[src/rdft_pkg.sv]
`timescale 1ns / 1ps
// ----------------------------------------------------------------------------
// rdft_pkg
// shared types and constants of the repeated digest flood table
// ----------------------------------------------------------------------------
package rdft_pkg;

    localparam int TABLE_ENTRIES_DEF = 64;

    // configuration reset values
    localparam logic [15:0] REPEAT_LIMIT_RST = 16'd10;
    localparam logic [15:0] WATCH_TIME_RST   = 16'd600;

    // configuration register indexes
    localparam logic [1:0] CFG_FILTER_ENABLED   = 2'd0;
    localparam logic [1:0] CFG_REPEAT_LIMIT     = 2'd1;
    localparam logic [1:0] CFG_WATCH_TIME       = 2'd2;
    localparam logic [1:0] CFG_IGNORE_OPERATORS = 2'd3;

    // command classes from the front
    localparam logic [1:0] CMD_SKIP  = 2'd0;
    localparam logic [1:0] CMD_COUNT = 2'd1;
    localparam logic [1:0] CMD_TICK  = 2'd2;

    localparam logic [15:0] COUNT_MAX = 16'hFFFF;

    typedef struct packed {
        logic        filter_enabled;
        logic [15:0] repeat_limit;
        logic [15:0] watch_time;
        logic        ignore_operators;
    } cfg_t;

    typedef struct packed {
        logic [1:0]  cmd;
        logic [63:0] digest;
        logic [31:0] now_time;
    } cmd_item_t;

    typedef struct packed {
        logic        valid;
        logic [63:0] digest;
        logic [15:0] count;
        logic [31:0] last_seen;
    } entry_t;

    typedef struct packed {
        logic        flood_alarm;
        logic [15:0] hit_count;
        logic [6:0]  evicted_count;
        logic        table_full_drop;
    } result_t;

endpackage

[src/rdft_front.sv]
`timescale 1ns / 1ps
// ----------------------------------------------------------------------------
// rdft_front
// accepts input items, classifies them and holds them in a two-entry queue
// ----------------------------------------------------------------------------
module rdft_front (
    input  logic                aclk,
    input  logic                aresetn,
    input  rdft_pkg::cfg_t      cfg,
    input  logic                hold,
    input  logic                s_tvalid,
    output logic                s_tready,
    input  logic                s_kind,
    input  logic [63:0]         s_digest,
    input  logic [31:0]         s_now_time,
    input  logic                s_sender_local,
    input  logic                s_sender_operator,
    input  logic                s_to_user,
    output logic                q_valid,
    output rdft_pkg::cmd_item_t q_item,
    input  logic                q_pop
);

    rdft_pkg::cmd_item_t slot_reg [2];
    logic       wr_ptr_reg, wr_ptr_next;
    logic       rd_ptr_reg, rd_ptr_next;
    logic [1:0] fill_reg, fill_next;
    rdft_pkg::cmd_item_t cls;
    logic       push;

    // classify the incoming item
    always_comb begin
        cls.digest   = s_digest;
        cls.now_time = s_now_time;
        if (s_kind) begin
            cls.cmd = rdft_pkg::CMD_TICK;
        end else if (cfg.filter_enabled && s_sender_local && s_to_user &&
                     !(cfg.ignore_operators && s_sender_operator)) begin
            cls.cmd = rdft_pkg::CMD_COUNT;
        end else begin
            cls.cmd = rdft_pkg::CMD_SKIP;
        end
    end

    assign s_tready = (fill_reg != 2'd2) && !hold;
    assign push     = s_tvalid && s_tready;
    assign q_valid  = (fill_reg != 2'd0);
    assign q_item   = slot_reg[rd_ptr_reg];

    // queue pointers
    always_comb begin
        wr_ptr_next = wr_ptr_reg ^ push;
        rd_ptr_next = rd_ptr_reg ^ q_pop;
        fill_next   = fill_reg + 2'(push) - 2'(q_pop);
    end

    always_ff @(posedge aclk) begin
        if (!aresetn) begin
            wr_ptr_reg <= 1'b0;
            rd_ptr_reg <= 1'b0;
            fill_reg   <= 2'd0;
        end else begin
            wr_ptr_reg <= wr_ptr_next;
            rd_ptr_reg <= rd_ptr_next;
            fill_reg   <= fill_next;
        end
    end

    // queue storage
    always_ff @(posedge aclk) begin
        if (push) begin
            slot_reg[wr_ptr_reg] <= cls;
        end
    end

endmodule

[config.mk]
export PLATFORM = sky130hd
export DESIGN_NAME = rdft_front
export DESIGN_NICKNAME = d
export VERILOG_FILES = /design/src/rdft_pkg.sv /design/src/rdft_front.sv
export SDC_FILE = /design/constraint.sdc
export NUM_CORES = 1
export LEC_CHECK = 0
export BUFFER_PORTS_ARGS = -buffer_cell sky130_fd_sc_hd__buf_2
export CAP_MARGIN = 30
export CORE_MARGIN = 2
export CORE_UTILIZATION = 30
export CTS_CLUSTER_DIAMETER = 200
export CTS_CLUSTER_SIZE = 25
export DETAILED_ROUTE_END_ITERATION = 6
export SLEW_MARGIN = 25
export SYNTH_ARGS = -nofsm -noshare
export SYNTH_HDL_FRONTEND = slang
export SYNTH_SLANG_ARGS = --single-unit
[constraint.sdc]
create_clock -name aclk -period 5.1 [get_ports aclk]
set_input_delay 0.765 -clock aclk [delete_from_list [all_inputs] [get_ports aclk]]
set_output_delay 0.765 -clock aclk [all_outputs]
set_load 0.05 [all_outputs]
==> results by group, run 1 <==
Pwr
  • Internal power: 0.00260 W
  • Part of the power in registers: between 50% and 60%
  • PwrDens: 390 mW/mm2
  • Leakage: 3.42 nW
  • Clk network pwr share: 26.8%
  • Switching power share of the total: between 20 and 30%
  • Comb power frac: approximately a fifth
  • Peak supply drop: roughly 0.3 mV
  • Psw: ~0.0010 W

Routing
  • Iteration-0 DRC Markers: ~140
  • TritonRoute pass-1 iters: 4
  • Via-per-instance ratio: around 4.3
  • DRC Markers: 0
  • Via Count: about 3700
  • WL per Instance: approximately 16 um
  • Drt total wl: 13900 um
  • Antenna viol nets, final: 0

GRT
  • Total GRT Usage: around a tenth
  • Met2 usage: a little under a fifth
  • Vias in the first global route: approximately 4000
  • Initial antenna violation count: 2
  • Met3 Use GR: 3.93%
  • Largest net degree at the start of global routing: 50
  • Gr busiest metal: met2
  • First-pass GRT wire length: 21400 um
  • Grt ovf: 0
  • Met1 global-route usage: a little under an eighth

Worst setup path
  • Class of the most critical setup path: flip-flop to primary output
  • Worst Path Required: 4340 ps
  • Worst reg2reg path startpoint: fill_reg[1]
  • FF-to-FF path depth: 5
  • Crit Reg-Reg Endpoint: slot_reg[1][69]
  • Worst Setup EP: q_item[3]
  • CP Capture Type: primary output
  • Worst R2R Setup Slack: between 3000 and 4000 ps
  • Signal arrival time at the worst endpoint: 2370 ps
  • Max Fanout on Critical Path: 49
  • Type of origin of the critical path: flip-flop

Timing
  • Setup TNS: 0 ps
  • Slew @ Worst Pin: ~670 ps
  • Hold Fails Final Rpt: 0
  • RSZ-0062 raised after global routing: false
  • Worst Skew: a little under 20 ps
  • Final setup fails: 0
  • Worst slew margin: 55.5%
  • Fin. max-slew vios: 0
  • Final Critical Period: 3140 ps
  • Period utilization: between 60% and 70%
  • Fmax: 0.319 GHz

Place
  • Placed cell count: approximately 860
  • Hpwl dp: about 9700 um
  • Number of port buffers: 206
  • RD Place Congestion: ~0.73

Synthesis
  • Post-synth EDFFs: between 150 and 200
  • Most instantiated library cell after synthesis: edfxtp_1
  • YS warnings: 0
  • Area contributors post-synth: edfxtp_1 (79%), mux2_2 (12%), mux2_4 (4.0%)
  • FFs w/ async S/R, synth: 0%
  • Syn Std Cell Area: 0.00742 mm2
  • Distinct cells, synth: 17
  • Sequential area share after synthesis: about four fifths
  • Syn_nets: 475
  • Syn avg cell area: around 22 um2
  • Main synth FF type: edfxtp_1
  • Post-synth top cells: edfxtp_1 (196), mux2_2 (78), mux2_4 (20), buf_2 (7)
  • Top cell type by total area after synthesis: edfxtp_1
  • Post-Synthesis Cells: 332
  • Area share of the largest cell type after synthesis: between 70% and 80%
  • Seq cells post-synth: around 200

Clock network
  • H-tree depth: 1
  • Sink Count: 201
  • Clk Latency, worst-skew pair: around 470 ps
  • Hold-fix buffers, CTS: 0
  • CTS Buf Count: 12
  • Resize count post-CTS: 0
  • Clk slew on worst S/H paths: 90 ps
  • Clock Tree Buf Depth: 3
  • TritonCTS clock tree: yes
  • Setup bufs post-CTS: 0
  • Root Buffer: clkbuf_16

Floorplan
  • Die height: ~160 um
  • Effective utilization at floorplan: between 30% and 40%
  • Rows: 57
  • Core area: approximately 0.024 mm2
  • Die ar.: roughly 0.026 mm2
  • Die W: roughly 160 um
  • I/O Pins: between 200 and 250

Finish
  • Layout cell share with drive strength beyond 1: 59.8%
  • Post-route non-filler standard cell count: 874
  • Antenna diodes: 0
  • Final Core Density: between 30% and 40%
  • P&R area growth vs syn: 25.0%
  • Max reg flops: around 200
  • Fin nets: slightly below 700

Run
  • Max Cap Violations: 0

Min path
  • Worst hold path class: input pin to flip-flop

Outcome
  • Status: completed
[kinds of logic after synthesis]
group	Yosys count	synth area share, %
AO/OA/AOI/OAI	4	0.371
XOR/XNOR	2	0.422
adder cells (fa/ha/maj)	4	0.675
buffers and inverters	16	1.33
flip-flops	201	80.7
multiplexers	98	15.9
AND/OR/NAND/NOR	7	0.590
[layout by cell type, fill, tap and decap left out, drive strengths merged]
cell type / instances
clkinv: 1
nor2b: 2
mux2: 98
xor2: 1
o211ai: 1
a21oi: 2
o211a: 1
buf: 214
and2: 3
ha: 4
nand4b: 1
clkbuf: 14
xnor3: 1
inv: 5
nand2: 1
edfxtp: 196
dfxtp: 5
[worst min-delay path by stage]
stage	from	end	slack, ps	cells after the start
4_1_cts	s_now_time[28]	slot_reg[0][28]	440	1
5_1_grt	s_now_time[28]	slot_reg[0][28]	440	1
6_report	s_digest[9]	slot_reg[0][41]	480	1
3_5_place_dp	rd_ptr_reg	flip-flop	570	2
2_1_floorplan	wr_ptr_reg	wr_ptr_reg	530	3
3_3_place_gp	rd_ptr_reg	flip-flop	560	2
[layout make-up]
| type | count | area [um2] |
|---|---|---|
| clock inverter | 1 | 30.0 |
| clock buffer | 14 | 329 |
| tap | 324 | 405 |
| timing repair buffer | 214 | 1140 |
| multi-input combinational | 115 | 1360 |
| sequential | 201 | 5990 |
| fill | 2255 | 15000 |
| inverter | 5 | 18.8 |
[layer usage]
metal | vias up | part of all wire [%]
li1 | 1729 | -
met1 | 1846 | 39
met2 | 142 | 50
met3 | 22 | 9.1
met4 | 2 | 2.2
met5 | - | 0.094
[stage by stage]
stage	hold WS (ps)	power (W)	instance area (um2)	worst slack, ps
2_1_floorplan	534	0.00251	7420	1330
3_3_place_gp	557	0.00267	8830	2150
3_5_place_dp	568	0.00270	8910	2390
4_1_cts	440	0.00368	9270	1880
5_1_grt	442	0.00377	9270	1810
6_report	479	0.00362	9270	1960
[power groups by stage]
| stage | sequential (W) | clock (W) | combinational [W] |
|---|---|---|---|
| 2_1_floorplan | 0.00198 | 0 | 0.000532 |
| 3_3_place_gp | 0.00199 | 0 | 0.000676 |
| 3_5_place_dp | 0.00200 | 0 | 0.000701 |
| 4_1_cts | 0.00196 | 0.00102 | 0.000703 |
| 5_1_grt | 0.00197 | 0.00107 | 0.000729 |
| 6_report | 0.00195 | 0.000970 | 0.000691 |
[critical path, cell delays in order, from the launching register on]
cell and delay, ps:
dfxtp_4 790, buf_4 490, mux2_2 390, buf_2 210
Note: power is estimated with default switching activity, not from simulation.
==> run 2: changes to the inputs <==
==> constraint.sdc (replaced) <==
create_clock -name aclk -period 2.6 [get_ports aclk]
set_input_delay 0.39 -clock aclk [delete_from_list [all_inputs] [get_ports aclk]]
set_output_delay 0.39 -clock aclk [all_outputs]
set_load 0.05 [all_outputs]
==> results by group, run 2 (synthesized netlist as in run 1, its figures left out) <==
Outcome
  • Status: completed

Routing
  • WL per Instance: 15.8 um
  • Via-per-instance ratio: 4.26
  • Via Count: between 3000 and 4000
  • Antenna viol nets, final: 0
  • TritonRoute pass-1 iters: 4
  • Iteration-0 DRC Markers: about 160
  • DRC Markers: 0
  • Drt total wl: about 14000 um

Pwr
  • Psw: a little over 0.002 W
  • Clk network pwr share: a little over a quarter
  • Switching power share of the total: about 28%
  • Part of the power in registers: 53.7%
  • PwrDens: about 770 mW/mm2
  • Comb power frac: 19.1%
  • Internal power: about 0.0051 W
  • Peak supply drop: ~0.63 mV
  • Leakage: about 3.4 nW

Floorplan
  • I/O Pins: approximately 240
  • Core area: approximately 0.024 mm2
  • Die ar.: roughly 0.026 mm2
  • Effective utilization at floorplan: 30.5%
  • Rows: 57
  • Die height: 161 um
  • Die W: ~160 um

Worst setup path
  • Worst Path Required: around 2200 ps
  • Crit path buf inv count: 2
  • Max Fanout on Critical Path: 30
  • CP Capture Type: primary output
  • Type of origin of the critical path: flip-flop
  • Crit path max-delay cell type: dfxtp_4
  • Signal arrival time at the worst endpoint: 2070 ps
  • CP max stage delay: a little under 700 ps
  • Delay-heaviest family, CP: flip-flops
  • Class of the most critical setup path: flip-flop to primary output
  • CP Cell Sequence: buf_4 -> mux2_2 -> buf_2

Timing
  • Fin Hold WS: between 90 and 100 ps
  • Setup TNS: 0 ps
  • RSZ-0062 raised after global routing: false
  • Worst Skew: 22.3 ps
  • Worst slew margin: about two thirds
  • Final setup fails: 0
  • Fin. max-slew vios: 0
  • Hold Fails Final Rpt: 0
  • Final Critical Period: roughly 2500 ps
  • Slew @ Worst Pin: 493 ps
  • Period utilization: a little over nine tenths
  • Fmax: slightly above 0.4 GHz

Place
  • RD Place Congestion: just over 0.7
  • Hpwl dp: ~9400 um
  • Number of port buffers: a little over 200
  • Placed cell count: 859

Clock network
  • Clk slew on worst S/H paths: roughly 90 ps
  • Clk Latency, worst-skew pair: between 400 and 500 ps
  • Clock Tree Buf Depth: 3
  • Resize count post-CTS: 0
  • Root Buffer: clkbuf_16
  • TritonCTS clock tree: yes
  • Sink Count: about 200
  • Setup bufs post-CTS: 0
  • Hold-fix buffers, CTS: 0
  • H-tree depth: 1
  • CTS Buf Count: 12

Finish
  • Post-route non-filler standard cell count: between 800 and 900
  • Commonest non-fill, non-tap cell in the layout: buf_2
  • Max reg flops: between 150 and 200
  • Layout cell share with drive strength beyond 1: between 50% and 60%
  • P&R area growth vs syn: 25.3%
  • Fin nets: roughly 700
  • Commonest non-fill, non-tap cells in the layout: buf_2 (206), edfxtp_1 (196), mux2_2 (78)
  • # fillers: between 2000 and 2500

GRT
  • Largest net degree at the start of global routing: 73
  • Vias in the first global route: roughly 4000
  • First-pass GRT wire length: 21000 um
  • Total GRT Usage: roughly a tenth
  • Initial antenna violation count: 3
  • Grt ovf: 0

Min path
  • Worst hold path class: input pin to flip-flop

Run
  • Max Cap Violations: 0
==> run 2: cell type report <==
cell class / instances / area (um2) / area share, %
timing repair buffer: 214 / 1150 / 12.4
tap: 324 / 405 / 4.36
inverter: 5 / 18.8 / 0.202
multi-input combinational: 115 / 1360 / 14.6
antenna: 2 / 5.00 / 0.0539
clock buffer: 15 / 333 / 3.58
sequential: 201 / 5990 / 64.5
clock inverter: 1 / 30.0 / 0.323
==> run 2: stage by stage <==
stage | setup slack [ps] | utilization, % | power [W] | area (um2)
floorplan | -795 | - | 0.00493 | 7420
global placement | 626 | 36.7 | 0.00525 | 8920
detailed placement | 585 | 36.7 | 0.00529 | 8920
global route | 9.53 | 38.2 | 0.00740 | 9290
finish | 143 | 38.2 | 0.00712 | 9290
CTS | 69.0 | 38.2 | 0.00724 | 9290
==> run 2: worst register-to-register path, cell delays in order, from the launching register on <==
cell and delay, ps:
dfxtp_1 340, inv_1 90, o211a_1 260, ha_4 360, buf_4 330
==> run 2: final timing paths <==
path / to / cells after the start / slack, ps / from
worst min register to register: flip-flop / 2 / 580 / rd_ptr_reg
worst max-delay path: q_item[0] / 3 / 140 / flip-flop
worst max register to register: slot_reg[1][68] / 4 / 910 / fill_reg[1]
worst min-delay path: slot_reg[1][78] / 1 / 100 / s_digest[46]
==> run 2: power by group through the flow <==
stage	combinational, W	sequential (W)	clock, W
2_1_floorplan	0.00104	0.00389	0
3_5_place_dp	0.00138	0.00391	0
5_1_grt	0.00144	0.00385	0.00212
6_report	0.00136	0.00383	0.00193
4_1_cts	0.00138	0.00383	0.00202
3_3_place_gp	0.00136	0.00389	0
==> run 2: per-layer routing <==
layer | GRT usage, % | part of all wire (%) | routed length (um) | vias to the layer above
li1 | - | - | - | 1732
met1 | 11.5 | 39 | 5450 | 1843
met2 | 18.5 | 50 | 6970 | 145
met3 | 3.60 | 8.2 | 1140 | 16
met4 | 2.56 | 2.3 | 326 | 2
met5 | 0 | 0.065 | 9 | -
